===== src/rtl/dtq_pkg.sv =====
package dtq_pkg;

    localparam int MAX_OUT  = 16;   // expiries emitted per tick at most
    localparam int SLOT_W   = 4;
    localparam int DELAY_W  = 31;
    localparam int TAG_W    = 16;
    localparam int HANDLE_W = 4;

    typedef enum logic [1:0] {
        OP_INSERT = 2'd0,
        OP_CANCEL = 2'd1,
        OP_TICK   = 2'd2,
        OP_CLEAR  = 2'd3
    } t_op;

    typedef enum logic [1:0] {
        KIND_INSERT = 2'd0,
        KIND_CANCEL = 2'd1,
        KIND_CLEAR  = 2'd2,
        KIND_EXPIRY = 2'd3
    } t_kind;

    typedef enum logic [1:0] {
        STAT_OK          = 2'd0,
        STAT_STOPPED     = 2'd1,
        STAT_FULL        = 2'd2,
        STAT_NOT_WAITING = 2'd3
    } t_status;

    typedef enum logic [1:0] {
        ST_FREE = 2'd0,
        ST_WAIT = 2'd1,
        ST_GONE = 2'd2
    } t_slot_st;

    typedef enum logic [2:0] {
        S_IDLE,
        S_EXEC,
        S_CALC,
        S_RING,
        S_EMIT
    } t_state;

    typedef enum logic [2:0] {
        CC_NONE,
        CC_INSERT,
        CC_CANCEL,
        CC_CLEAR,
        CC_CALC,
        CC_RING,
        CC_FREE
    } t_cell_cmd;

    typedef struct packed {
        t_cell_cmd cmd;
        logic      sel;
    } t_cell_ctl;

    typedef struct packed {
        logic is_free;
        logic is_wait;
        logic hit;
        logic hit_next;
    } t_cell_stat;

    typedef struct packed {
        t_op                 op;
        logic [SLOT_W-1:0]   slot;
        logic [DELAY_W-1:0]  delay;
        logic [TAG_W-1:0]    tag;
    } t_in_item;

    typedef struct packed {
        t_kind               kind;
        t_status             status;
        logic [HANDLE_W-1:0] handle;
        logic [TAG_W-1:0]    user_tag;
        logic                last;
    } t_out_item;

endpackage


===== src/rtl/dtq_cell.sv =====
module dtq_cell #(
    parameter int SLOTS     = 16,
    parameter int TIME_BITS = 32,
    parameter int IDX       = 0
) (
    input  logic                       i_clk,
    input  logic                       i_rst_n,
    input  dtq_pkg::t_cell_ctl         i_ctl,
    input  logic [TIME_BITS-1:0]       i_now,
    input  logic [TIME_BITS-1:0]       i_deadline,
    input  logic [dtq_pkg::TAG_W-1:0]  i_tag,
    input  logic [$clog2(SLOTS+1)-1:0] i_k,
    input  logic [$clog2(SLOTS+1)-1:0] i_k_next,
    input  logic [TIME_BITS-1:0]       i_pass_over,
    input  logic [$clog2(SLOTS)-1:0]   i_pass_idx,
    input  logic                       i_pass_vld,
    output logic [TIME_BITS-1:0]       o_pass_over,
    output logic [$clog2(SLOTS)-1:0]   o_pass_idx,
    output logic                       o_pass_vld,
    output dtq_pkg::t_cell_stat        o_stat,
    output logic [dtq_pkg::TAG_W-1:0]  o_tag
);

    localparam int IW = $clog2(SLOTS);
    localparam int KW = $clog2(SLOTS+1);

    dtq_pkg::t_slot_st          r_st;
    logic [TIME_BITS-1:0]       r_deadline;
    logic [dtq_pkg::TAG_W-1:0]  r_tag;
    logic [TIME_BITS-1:0]       r_over;
    logic                       r_exp;
    logic                       r_wexp;
    logic [IW-1:0]              r_wr;
    logic [TIME_BITS-1:0]       r_pass_over;
    logic [IW-1:0]              r_pass_idx;
    logic                       r_pass_vld;

    logic [TIME_BITS-1:0]       calc_over;
    logic                       calc_exp;
    logic                       calc_wexp;
    logic                       beat;

    always_comb begin
        calc_over = i_now - r_deadline;
        // passed when the wrapped distance is below half the time range
        calc_exp  = (r_st != dtq_pkg::ST_FREE) && !calc_over[TIME_BITS-1];
        calc_wexp = calc_exp && (r_st == dtq_pkg::ST_WAIT);
        // a waiting expired key passing by goes out ahead of this one
        beat = r_pass_vld && ((r_pass_over > r_over) ||
               ((r_pass_over == r_over) && (r_pass_idx < IW'(IDX))));
    end

    always_ff @(posedge i_clk) begin
        if (!i_rst_n) begin
            r_st   <= dtq_pkg::ST_FREE;
            r_exp  <= 1'b0;
            r_wexp <= 1'b0;
        end else begin
            case (i_ctl.cmd)
                dtq_pkg::CC_INSERT: begin
                    if (i_ctl.sel) r_st <= dtq_pkg::ST_WAIT;
                end
                dtq_pkg::CC_CANCEL: begin
                    if (i_ctl.sel) r_st <= dtq_pkg::ST_GONE;
                end
                dtq_pkg::CC_CLEAR: begin
                    r_st <= dtq_pkg::ST_FREE;
                end
                dtq_pkg::CC_CALC: begin
                    r_exp  <= calc_exp;
                    r_wexp <= calc_wexp;
                end
                dtq_pkg::CC_FREE: begin
                    // a removed slot is held back only by a waiting key past the budget
                    if (r_exp && ((int'(r_wr) < dtq_pkg::MAX_OUT) ||
                                  (!r_wexp && (int'(r_wr) == dtq_pkg::MAX_OUT))))
                        r_st <= dtq_pkg::ST_FREE;
                end
                default: ;
            endcase
        end
    end

    always_ff @(posedge i_clk) begin
        case (i_ctl.cmd)
            dtq_pkg::CC_INSERT: begin
                if (i_ctl.sel) begin
                    r_deadline <= i_deadline;
                    r_tag      <= i_tag;
                end
            end
            dtq_pkg::CC_CALC: begin
                r_over      <= calc_over;
                r_pass_over <= calc_over;
                r_pass_idx  <= IW'(IDX);
                r_pass_vld  <= calc_wexp;
                r_wr        <= '0;
            end
            dtq_pkg::CC_RING: begin
                if (beat) r_wr <= r_wr + 1'b1;
                r_pass_over <= i_pass_over;
                r_pass_idx  <= i_pass_idx;
                r_pass_vld  <= i_pass_vld;
            end
            default: ;
        endcase
    end

    assign o_pass_over      = r_pass_over;
    assign o_pass_idx       = r_pass_idx;
    assign o_pass_vld       = r_pass_vld;
    assign o_stat.is_free   = (r_st == dtq_pkg::ST_FREE);
    assign o_stat.is_wait   = (r_st == dtq_pkg::ST_WAIT);
    assign o_stat.hit       = r_wexp && (KW'(r_wr) == i_k);
    assign o_stat.hit_next  = r_wexp && (KW'(r_wr) == i_k_next);
    assign o_tag            = r_tag;

endmodule


===== src/rtl/deadline_timer_queue.sv =====
// Deadline timer queue: a tick counter and SLOTS one-shot timers.
// Input channel (i_in_valid / o_in_stall / i_in_data) carries one command per
// transaction: insert, cancel, tick or clear. Output channel (o_out_valid /
// i_out_stall / o_out_data) carries replies and expiry events; the last
// result of a command has last set. i_cfg_we writes the enable bit.
// Insert, cancel and clear: one reply, registered once the output register is
// free; the next command is taken while that reply waits, but no command is
// taken before the last one is through.
// Tick: advance time, take each slot's overdue amount, let the keys circulate
// around the ring of slot cells (each cell counts the waiting keys that go
// ahead of it), then emit the expiries one by one and free the released slots.
// A stopped tick or a tick with nothing due gives no result.
// The expiry stream runs at one result per cycle; a stall on the output holds
// the current result and pauses the stream where it is.
// Reset (synchronous, active low) frees all slots, clears time and the
// enable bit; deadlines and tags are not cleared.
module deadline_timer_queue #(
    parameter int SLOTS     = 16,
    parameter int TIME_BITS = 32
) (
    input  logic               i_clk,
    input  logic               i_rst_n,
    input  logic               i_in_valid,
    output logic               o_in_stall,
    input  dtq_pkg::t_in_item  i_in_data,
    output logic               o_out_valid,
    input  logic               i_out_stall,
    output dtq_pkg::t_out_item o_out_data,
    input  logic               i_cfg_we,
    input  logic               i_cfg_wdata
);

    localparam int IW = $clog2(SLOTS);
    localparam int KW = $clog2(SLOTS+1);

    dtq_pkg::t_state     r_state, n_state;
    dtq_pkg::t_in_item   r_item;
    logic [TIME_BITS-1:0] r_now, n_now;
    logic                r_enable;
    logic [IW-1:0]       r_cnt, n_cnt;
    logic [KW-1:0]       r_k, n_k;
    dtq_pkg::t_out_item  r_out, n_out;
    logic                r_out_valid;

    logic                out_free;
    logic                out_load;
    dtq_pkg::t_cell_cmd  cell_cmd;
    logic [IW-1:0]       sel_idx;
    logic [KW-1:0]       k_next;
    logic [TIME_BITS-1:0] ins_deadline;

    dtq_pkg::t_cell_ctl  ctl      [SLOTS];
    dtq_pkg::t_cell_stat stat     [SLOTS];
    logic [dtq_pkg::TAG_W-1:0] tags [SLOTS];
    logic [TIME_BITS-1:0] pass_over [SLOTS];
    logic [IW-1:0]       pass_idx [SLOTS];
    logic                pass_vld [SLOTS];
    logic [SLOTS-1:0]    wait_vec;

    logic                any_free;
    logic [IW-1:0]       first_free;
    logic                any_hit;
    logic                any_hit_next;
    logic [IW-1:0]       hit_idx;
    logic [dtq_pkg::TAG_W-1:0] hit_tag;

    assign out_free     = !r_out_valid || !i_out_stall;
    assign o_in_stall   = (r_state != dtq_pkg::S_IDLE);
    assign o_out_valid  = r_out_valid;
    assign o_out_data   = r_out;
    assign k_next       = r_k + 1'b1;
    assign ins_deadline = r_now + TIME_BITS'(r_item.delay);

    for (genvar g = 0; g < SLOTS; g++) begin : g_cell
        assign ctl[g].cmd  = cell_cmd;
        assign ctl[g].sel  = (sel_idx == IW'(g));
        assign wait_vec[g] = stat[g].is_wait;

        dtq_cell #(
            .SLOTS     (SLOTS),
            .TIME_BITS (TIME_BITS),
            .IDX       (g)
        ) u_cell (
            .i_clk       (i_clk),
            .i_rst_n     (i_rst_n),
            .i_ctl       (ctl[g]),
            .i_now       (r_now),
            .i_deadline  (ins_deadline),
            .i_tag       (r_item.tag),
            .i_k         (r_k),
            .i_k_next    (k_next),
            .i_pass_over (pass_over[(g + SLOTS - 1) % SLOTS]),
            .i_pass_idx  (pass_idx[(g + SLOTS - 1) % SLOTS]),
            .i_pass_vld  (pass_vld[(g + SLOTS - 1) % SLOTS]),
            .o_pass_over (pass_over[g]),
            .o_pass_idx  (pass_idx[g]),
            .o_pass_vld  (pass_vld[g]),
            .o_stat      (stat[g]),
            .o_tag       (tags[g])
        );
    end

    always_comb begin
        any_free     = 1'b0;
        first_free   = '0;
        any_hit      = 1'b0;
        any_hit_next = 1'b0;
        hit_idx      = '0;
        hit_tag      = '0;
        for (int i = SLOTS - 1; i >= 0; i--) begin
            if (stat[i].is_free) begin
                any_free   = 1'b1;
                first_free = IW'(i);
            end
        end
        // at most one cell matches a given rank
        for (int i = 0; i < SLOTS; i++) begin
            if (stat[i].hit) begin
                any_hit = 1'b1;
                hit_idx = hit_idx | IW'(i);
                hit_tag = hit_tag | tags[i];
            end
            if (stat[i].hit_next) any_hit_next = 1'b1;
        end
    end

    always_comb begin
        n_state  = r_state;
        n_now    = r_now;
        n_cnt    = r_cnt;
        n_k      = r_k;
        n_out    = '0;
        out_load = 1'b0;
        cell_cmd = dtq_pkg::CC_NONE;
        sel_idx  = '0;
        case (r_state)
            dtq_pkg::S_IDLE: begin
                if (i_in_valid) n_state = dtq_pkg::S_EXEC;
            end
            dtq_pkg::S_EXEC: begin
                case (r_item.op)
                    dtq_pkg::OP_INSERT: begin
                        if (out_free) begin
                            out_load     = 1'b1;
                            n_out.kind   = dtq_pkg::KIND_INSERT;
                            n_out.last   = 1'b1;
                            if (!r_enable) begin
                                n_out.status = dtq_pkg::STAT_STOPPED;
                            end else if (!any_free) begin
                                n_out.status = dtq_pkg::STAT_FULL;
                            end else begin
                                n_out.status = dtq_pkg::STAT_OK;
                                n_out.handle = dtq_pkg::HANDLE_W'(first_free);
                                cell_cmd     = dtq_pkg::CC_INSERT;
                                sel_idx      = first_free;
                            end
                            n_state = dtq_pkg::S_IDLE;
                        end
                    end
                    dtq_pkg::OP_CANCEL: begin
                        if (out_free) begin
                            out_load     = 1'b1;
                            n_out.kind   = dtq_pkg::KIND_CANCEL;
                            n_out.last   = 1'b1;
                            n_out.handle = r_item.slot;
                            sel_idx      = IW'(r_item.slot);
                            if (!r_enable) begin
                                n_out.status = dtq_pkg::STAT_STOPPED;
                            end else if ((int'(r_item.slot) >= SLOTS) ||
                                         !wait_vec[IW'(r_item.slot)]) begin
                                n_out.status = dtq_pkg::STAT_NOT_WAITING;
                            end else begin
                                n_out.status = dtq_pkg::STAT_OK;
                                cell_cmd     = dtq_pkg::CC_CANCEL;
                            end
                            n_state = dtq_pkg::S_IDLE;
                        end
                    end
                    dtq_pkg::OP_CLEAR: begin
                        if (out_free) begin
                            out_load     = 1'b1;
                            n_out.kind   = dtq_pkg::KIND_CLEAR;
                            n_out.status = dtq_pkg::STAT_OK;
                            n_out.last   = 1'b1;
                            cell_cmd     = dtq_pkg::CC_CLEAR;
                            n_state      = dtq_pkg::S_IDLE;
                        end
                    end
                    dtq_pkg::OP_TICK: begin
                        if (r_enable) begin
                            n_now   = r_now + 1'b1;
                            n_state = dtq_pkg::S_CALC;
                        end else begin
                            n_state = dtq_pkg::S_IDLE;
                        end
                    end
                    default: n_state = dtq_pkg::S_IDLE;
                endcase
            end
            dtq_pkg::S_CALC: begin
                cell_cmd = dtq_pkg::CC_CALC;
                n_cnt    = '0;
                n_state  = dtq_pkg::S_RING;
            end
            dtq_pkg::S_RING: begin
                cell_cmd = dtq_pkg::CC_RING;
                n_cnt    = r_cnt + 1'b1;
                if (r_cnt == IW'(SLOTS - 1)) begin
                    n_k     = '0;
                    n_state = dtq_pkg::S_EMIT;
                end
            end
            dtq_pkg::S_EMIT: begin
                if (any_hit && (int'(r_k) < dtq_pkg::MAX_OUT)) begin
                    if (out_free) begin
                        out_load       = 1'b1;
                        n_out.kind     = dtq_pkg::KIND_EXPIRY;
                        n_out.status   = dtq_pkg::STAT_OK;
                        n_out.handle   = dtq_pkg::HANDLE_W'(hit_idx);
                        n_out.user_tag = hit_tag;
                        n_out.last     = !any_hit_next ||
                                         (int'(r_k) == dtq_pkg::MAX_OUT - 1);
                        n_k            = k_next;
                    end
                end else begin
                    // release every expired slot ranked inside the emit budget
                    cell_cmd = dtq_pkg::CC_FREE;
                    n_state  = dtq_pkg::S_IDLE;
                end
            end
            default: n_state = dtq_pkg::S_IDLE;
        endcase
    end

    always_ff @(posedge i_clk) begin
        if (!i_rst_n) begin
            r_state     <= dtq_pkg::S_IDLE;
            r_now       <= '0;
            r_enable    <= 1'b0;
            r_cnt       <= '0;
            r_k         <= '0;
            r_out_valid <= 1'b0;
        end else begin
            r_state <= n_state;
            r_now   <= n_now;
            r_cnt   <= n_cnt;
            r_k     <= n_k;
            if (i_cfg_we) r_enable <= i_cfg_wdata;
            if (out_load) begin
                r_out_valid <= 1'b1;
            end else if (!i_out_stall) begin
                r_out_valid <= 1'b0;
            end
        end
    end

    always_ff @(posedge i_clk) begin
        if (i_in_valid && !o_in_stall) r_item <= i_in_data;
        if (out_load) r_out <= n_out;
    end

endmodule


===== config.mk =====
export PLATFORM = sky130hd
export DESIGN_NAME = deadline_timer_queue
export DESIGN_NICKNAME = d
export VERILOG_FILES = /design/src/rtl/dtq_pkg.sv /design/src/rtl/dtq_cell.sv /design/src/rtl/deadline_timer_queue.sv
export SDC_FILE = /design/constraint.sdc
export NUM_CORES = 2
export LEC_CHECK = 0
export ABC_AREA = 0
export BUFFER_PORTS_ARGS = -buffer_cell sky130_fd_sc_hd__buf_2
export CAP_MARGIN = 20
export CORE_MARGIN = 3
export CORE_UTILIZATION = 40
export CTS_CLUSTER_SIZE = 8
export DETAILED_ROUTE_END_ITERATION = 12
export HOLD_SLACK_MARGIN = 0.12
export PLACE_DENSITY_LB_ADDON = 0.05
export SYNTH_ARGS = -nofsm -noshare
export SYNTH_HDL_FRONTEND = slang
export SYNTH_SLANG_ARGS = --single-unit
export TNS_END_PERCENT = 10

===== constraint.sdc =====
create_clock -name i_clk -period 18.11 [get_ports i_clk]
set_input_delay 3.622 -clock i_clk [delete_from_list [all_inputs] [get_ports i_clk]]
set_output_delay 3.622 -clock i_clk [all_outputs]
set_load 0.01 [all_outputs]

### After elaboration in Yosys (flattened, before gate mapping)

Cells that the tools add are included.

| cells by class | value |
|---|---|
| add/subtract/negate cells | 36 |
| $lt $le $gt $ge | 34 |
| eq/ne operators | 165 |
| muxes and demuxes | 288 |
| bitwise operators | 15 |
| reductions and logical operators | 229 |

Operator list:

| cell | number |
|---|---|
| $pmux W32 S2 | 16 |
| $eq A32 B32 Y1 | 16 |
| $gt A32 B32 Y1 | 16 |
| $sub A32 B32 Y32 | 16 |
| $pmux W4 S2 | 35 |
| $mux W16 | 16 |
| $or A16 B16 Y16 | 15 |
| $mux W4 | 46 |
| $eq A4 B5 Y1 | 32 |
| $pmux W2 S4 | 16 |
| $mux W2 | 59 |
| $logic_and A1 B1 Y1 | 98 |
| $ne A2 B2 Y1 const B | 37 |
| $reduce_and A4 Y1 | 18 |
| $add A4 B1 Y4 const B | 17 |
| $ne A2 B1 Y1 const B | 33 |
| $reduce_and A2 Y1 | 32 |
| $mux W1 | 58 |
| $mux W25 | 2 |
| $reduce_bool A2 Y1 | 19 |
| $eq A4 B4 Y1 const B | 9 |
| $pmux W1 S2 | 18 |
| $eq A2 B1 Y1 const B | 17 |
| $logic_not A2 Y1 | 17 |
| other kinds (38) | 109 |

| word-level totals | value |
|---|---|
| bits in registers | 2124 |
| input port bits | 59 |
| output and inout port bits | 27 |
| word-level logic and storage cells | 942 |

### Logic depth before layout (Yosys ltp)

| depth | value |
|---|---|
| depth in word-level cells | 36 |
| depth in mapped cells | 13 |
| depth with buffers taken out | 13 |

### Hierarchy

A second synthesis with hierarchy kept.

| second synthesis, totals | value |
|---|---|
| cell total of the unflattened synthesis | 11572 |
| area total of the unflattened synthesis | 124525.7 um^2 |

By module, submodules not included:

| module | times used | cells each | area an instance (um^2) | seq. area each (um^2) |
|---|---|---|---|---|
| dtq_cell (g_cell[12].u_cell ...) | 2 | 699 | 7557.2 | 3713.6 |
| dtq_cell (g_cell[13].u_cell ...) | 2 | 643 | 7040.5 | 3713.6 |
| deadline_timer_queue | 1 | 862 | 8062.7 | 3263.1 |
| dtq_cell (g_cell[2].u_cell) | 1 | 701 | 7578.5 | 3713.6 |
| dtq_cell (g_cell[10].u_cell) | 1 | 703 | 7572.3 | 3713.6 |
| dtq_cell (g_cell[11].u_cell) | 1 | 698 | 7508.5 | 3713.6 |
| dtq_cell (g_cell[9].u_cell) | 1 | 670 | 7310.8 | 3713.6 |
| dtq_cell (g_cell[5].u_cell) | 1 | 670 | 7235.7 | 3713.6 |
| dtq_cell (g_cell[7].u_cell) | 1 | 669 | 7230.7 | 3713.6 |
| dtq_cell (g_cell[8].u_cell) | 1 | 663 | 7193.1 | 3713.6 |
| dtq_cell (g_cell[0].u_cell) | 1 | 647 | 7189.4 | 3713.6 |
| dtq_cell (g_cell[4].u_cell) | 1 | 651 | 7158.1 | 3713.6 |
| dtq_cell (g_cell[6].u_cell) | 1 | 663 | 7125.6 | 3713.6 |
| dtq_cell (g_cell[15].u_cell) | 1 | 648 | 7083.0 | 3713.6 |
| dtq_cell (g_cell[1].u_cell) | 1 | 643 | 7081.8 | 3713.6 |

### Worst setup path before layout

OpenSTA, ideal clock, no wires.

| timing | value |
|---|---|
| path kind | register -> register |
| start | register r_state[2] |
| end | register g_cell[12].u_cell.r_pass_idx[0], data pin |
| library setup time | 0.254 ns |
| data arrival time | 18.025 ns |
| required time | 17.856 ns |
| path slack | -0.168 ns |
| stages on the path, launching flop included | 5 |
| path buffers | 1 |
| clock period less this slack | 18.278 ns |
| cell sequence | dfxtp_1 -> nand2b_1 -> inv_1 -> clkbuf_1 -> and3_1 |

| on the way | value |
|---|---|
| cells in the longest elaborated chain, start to end | 4 |
| elaborated cells on any way between the ends | 8 |
| classes of those cells | eq/ne (6); mux (2) |

Ends and longest elaborated chain:

| element | line | RTL |
|---|---|---|
| start: declaration | deadline_timer_queue.sv:36 | `dtq_pkg::t_state r_state, n_state;` |
| start signal: assignment | deadline_timer_queue.sv:237 | `r_state <= dtq_pkg::S_IDLE;` |
| start signal: assignment | deadline_timer_queue.sv:244 | `r_state <= n_state;` |
| $eq A3 B3 Y1, or another cell as far along | deadline_timer_queue.sv:136 | `case (r_state)` |
| $pmux W3 S4 (*) | deadline_timer_queue.sv:136 |  |
| $eq A3 B3 Y1 | dtq_cell.sv:85 | `case (i_ctl.cmd)` |
| $pmux W4 S2 (*) | dtq_cell.sv:85 |  |
| end signal: assignment | dtq_cell.sv:95 | `r_pass_idx <= IW'(IDX);` |
| end signal: assignment | dtq_cell.sv:102 | `r_pass_idx <= i_pass_idx;` |
| end: declaration | dtq_cell.sv:35 | `logic [IW-1:0] r_pass_idx;` |

Mark *: on every way between the ends. The rest lies on a longest branch, timed or not.
A chain may end at the register's enable or synchronous reset.

### Worst setup path after layout

| timing | value |
|---|---|
| start | input port i_out_stall |
| end | register g_cell[7].u_cell.r_deadline[3], enable pin |

| on the way | value |
|---|---|
| cells in the longest elaborated chain, start to end | 7 |
| elaborated cells on any way between the ends | 14 |
| classes of those cells | eq/ne (2); mux (9); reduce/logical (3) |

Ends and longest elaborated chain:

| element | line | RTL |
|---|---|---|
| start: declaration | deadline_timer_queue.sv:27 | `input logic i_out_stall,` |
| $logic_not A1 Y1 (*) | -- |  |
| $logic_or A1 B1 Y1 (*) | deadline_timer_queue.sv:67 | `assign out_free = !r_out_valid \|\| !i_out_stall;` |
| $mux W2, or another cell as far along | deadline_timer_queue.sv:180 | `if (out_free) begin` |
| $pmux W3 S3 or $pmux W4 S2 (tied branches) | deadline_timer_queue.sv:141 | `case (r_item.op)` |
| $pmux W3 S4 or $mux W4 (tied branches) | deadline_timer_queue.sv:136 |  |
| $eq A3 B1 Y1 or $eq A4 B3 Y1 (tied branches) | dtq_cell.sv:85, deadline_timer_queue.sv:76 |  |
| $reduce_and A2 Y1 (no source line) (*) | -- |  |
| end signal: assignment | dtq_cell.sv:88 | `r_deadline <= i_deadline;` |
| end: declaration | dtq_cell.sv:28 | `logic [TIME_BITS-1:0] r_deadline;` |

Marks and branches as above.

==> flow_summary.yaml <==
critical_path:
  worstSetupPathType: "input pin to flip-flop"
  critPathBufInv: 2
  critical_path.slowest_cell: "buf_4"
  crit_path_end_kind: "flip-flop"
  cp-start-kind: "input pin"
  crit_fanout: 36
  cp.required_ps: 18590
  slowest_delay_ps: 590
  path_cells: "buf_2 > nand2_1 > nand3_1 > a211oi_1 > nor2b_1 > a32oi_1 > nand2b_1 > or2_2 > or3_1 > nor2_4 > buf_4"
  crit_family: "simple AND/OR/NAND/NOR gates"
  worstPathArrival_ps: 7410
power:
  p_comb_frac: 0.030
  peakVddDrop_uv: 68.27
  leakage_nw: 55.45
  powerDensity_nw_per_um2: 84.32
  pwr-share-clk: 0.478
  internal_power_mw: 8.645
  p_switching_mw: 2.452
  p_seq_frac: 0.493
  swShare: 0.2209
yosys:
  postSynth.asyncResetShare: 0
  synth_ff_type: "edfxtp_1"
  synth_cell_type_count: 94
  synth_edf_count: 2014
  synth_fp_nets: 11533
  postSynthCellCount: 10398
  ys_seq_elements: 2124
  synth_warnings: 0
  synth_seq_area_share: 0.5385
  syn_area_per_cell_um2: 11.19
  synth_area_um2: 116400
global_route:
  grt_pass1_vias: 81895
  grt.total_usage: 0.2475
  grt_max_degree: 142
  grt_pass1_wl_mm: 545.6
  overflow: 0
  antenna_found_initial: 24
clock_tree:
  ctsResizeCount: 0
  root_buffer: "clkbuf_16"
  cts_tree: "built"
  post_cts_buffers: 0
  clockBufferDepth: 4
  htree_levels: 5
  clk_pin_slew_ps: 50
  cts_sinks: 2124
  numCtsBuffers: 305
  ctsHoldBuffers: 0
  clk_latency_ps: 910
placed_design:
  place_ws_ps: 10380
  dp_hpwl_mm: 276.4
  place.gp.congestion: 0.8760
  io_buffer_count: 85
routing:
  wl_per_cell_um: 25.60
  drtIter0Drc: 5948
  via_per_inst: 5.514
  vias: 81504
  totalWireLength_mm: 378.4
  route.detailed.drc: 0
  firstDrtPassIters: 5
  ant_nets: 0
timing:
  setup_viol: 0
  finalWorstSetupSlack_ps: 11180
  relSlewSlack: 0.1404
  tightest_slew_ps: 1280
  setup-tns-final_ps: 0
  rsz0062_at_grt: "false"
  skew_ps: 57.74
  slew_viol_final: 0
  period_minus_slack_ps: 6929
  whs_ps: 473.0
  hold_viol: 0
  fin_crit_sh: 0.3826
  fmax_mhz: 144.3
floorplanning:
  rows: 197
  io_pins: 86
  initial_utilization: 0.4029
  dieWidth_um: 545.4
  fp.dieArea_um2: 297500
  core-area_um2: 288900
  fp.dieH_um: 545.4
worst_hold_path:
  hold_path_class: "flip-flop to flip-flop"
finish:
  post-route-util: 0.4555
  layout.nets: 11885
  layout-drive-gt1-share: 0.08105
  syn_to_final_growth_pct: 13.06
flow_run:
  maxCapViolations: 0
status:
  run_status: "finished clean"
==> cell families (layout without fill, tap and decap cells) <==
logic type	count (synthesis)	in the layout	share of synthesized area
adders and majority gates	1076	1076	0.1168
buffers and inverters	1370	1866	0.04442
other	0	8	0
xor gates and xnor gates	607	607	0.04567
DFF	2124	2124	0.5385
AOI/OAI and AO/OA	2109	2109	0.1204
muxes	180	180	0.01733
and+or+nand+nor	2932	2932	0.1169
==> per-layer routing <==
metal,vias up,share of wire,global-route usage
met5,-,0,0
met4,0,0.033,0.07683
met3,600,0.050,0.02713
met2,2154,0.47,0.4165
met1,40453,0.44,0.3348
li1,38297,-,-
==> tightest hold or removal path, stage by stage (launching register included) <==
cell and delay (ps):
dfxtp_1 320, nand2_1 60, mux2i_1 50
==> cell usage after synthesis, types with 25 or more instances <==
cell | number | area (um2)
edfxtp_1 | 2014 | 60480
clkbuf_1 | 175 | 656.9
nand3_1 | 197 | 986.0
a211oi_1 | 54 | 405.4
nor4_1 | 25 | 156.4
mux2_2 | 152 | 1712
and2_1 | 41 | 256.5
inv_1 | 1160 | 4354
o211ai_1 | 64 | 480.5
nor2_1 | 614 | 2305
nand2_1 | 1226 | 4602
o221ai_1 | 25 | 219.0
a21boi_0 | 36 | 270.3
nand4_1 | 178 | 1114
a31oi_1 | 69 | 431.7
dfxtp_1 | 110 | 2202
xnor2_1 | 387 | 3390
ha_1 | 1059 | 13250
or3_1 | 45 | 281.5
a22oi_1 | 35 | 262.8
or2_2 | 30 | 187.7
nand2b_1 | 156 | 975.9
xor2_1 | 220 | 1927
nor2b_1 | 131 | 819.5
and3_1 | 114 | 713.2
o31ai_1 | 44 | 330.3
o21bai_1 | 53 | 397.9
nor3_1 | 113 | 565.5
o31a_1 | 25 | 219.0
o22ai_1 | 30 | 187.7
a21o_1 | 295 | 2215
o21ai_0 | 369 | 1847
o21a_1 | 181 | 1359
a22o_1 | 51 | 446.7
mux2i_1 | 26 | 260.3
a221oi_1 | 59 | 516.8
a21oi_1 | 527 | 2638
==> through the flow <==
stage	total power [mW]	std cells	cell area, um2
2_1_floorplan	5.702	10398	116400
3_3_place_gp	5.893	14321	123000
3_5_place_dp	5.895	14322	123000
4_1_cts	11.23	14773	131600
5_1_grt	11.43	14775	131600
6_report	11.10	14782	131600
==> final timing paths <==
path                                               from                                   endpoint  slack, ps  depth (start not counted)
setup / recovery                            i_out_stall   g_cell[7].u_cell.r_deadline[3]$_DFFE_PP_      11180                         11
setup reg to reg                  r_now[2]$_SDFFE_PN0P_  g_cell[4].u_cell.r_deadline[28]$_DFFE_PP_      12540                         15
hold reg to reg   g_cell[0].u_cell.r_st[1]$_SDFFE_PN0P_      g_cell[0].u_cell.r_st[1]$_SDFFE_PN0P_        470                          2
hold / removal    g_cell[0].u_cell.r_st[1]$_SDFFE_PN0P_      g_cell[0].u_cell.r_st[1]$_SDFFE_PN0P_        470                          2
==> sequential cells by signal, indices dropped and copies added, names as in the netlist, 16 cells and up <==
signal	cells
g_cell.u_cell.r_st	32
g_cell.u_cell.o_pass_idx	64
g_cell.u_cell.r_wr	64
g_cell.u_cell.r_over	512
g_cell.u_cell.r_exp	16
r_now	32
r_item	53
g_cell.u_cell.o_pass_over	512
g_cell.u_cell.r_wexp	16
g_cell.u_cell.o_pass_vld	16
o_out_data	25
g_cell.u_cell.r_deadline	512
g_cell.u_cell.o_tag	256
==> power by group through the flow <==
stage / Clock (mW) / Sequential, mW / Combinational [mW]
detailed placement: 0 / 5.56 / 0.331
finish: 5.30 / 5.47 / 0.328
CTS: 5.43 / 5.47 / 0.333
global route: 5.61 / 5.47 / 0.353
floorplan: 0 / 5.55 / 0.152
global placement: 0 / 5.56 / 0.328
==> layout by cell type (no fill, tap or decap), drive strengths merged, types with 152 or more instances in the layout <==
cell | Yosys | layout
inv | 1160 | 1174
ha | 1059 | 1059
buf | 33 | 253
a21oi | 528 | 528
o21a | 181 | 181
nand3 | 199 | 199
nand2 | 1227 | 1227
xor2 | 220 | 220
a21o | 295 | 295
clkbuf | 175 | 433
nand2b | 156 | 156
mux2 | 152 | 152
o21ai | 374 | 374
xnor2 | 387 | 387
edfxtp | 2014 | 2014
nand4 | 178 | 178
nor2 | 614 | 614
==> final cells by class <==
type / instances / area, um2
Sequential cell: 2124 / 62680
Clock inverter: 18 / 225.2
Clock buffer: 433 / 8303
Timing Repair Buffer: 253 / 1757
Inverter: 1162 / 4377
Multi-Input combinational cell: 6904 / 49380
Tap cell: 3880 / 4855
Fill cell: 26786 / 157300
Antenna cell: 8 / 20.02
Note: power is estimated with default switching activity, not from simulation.
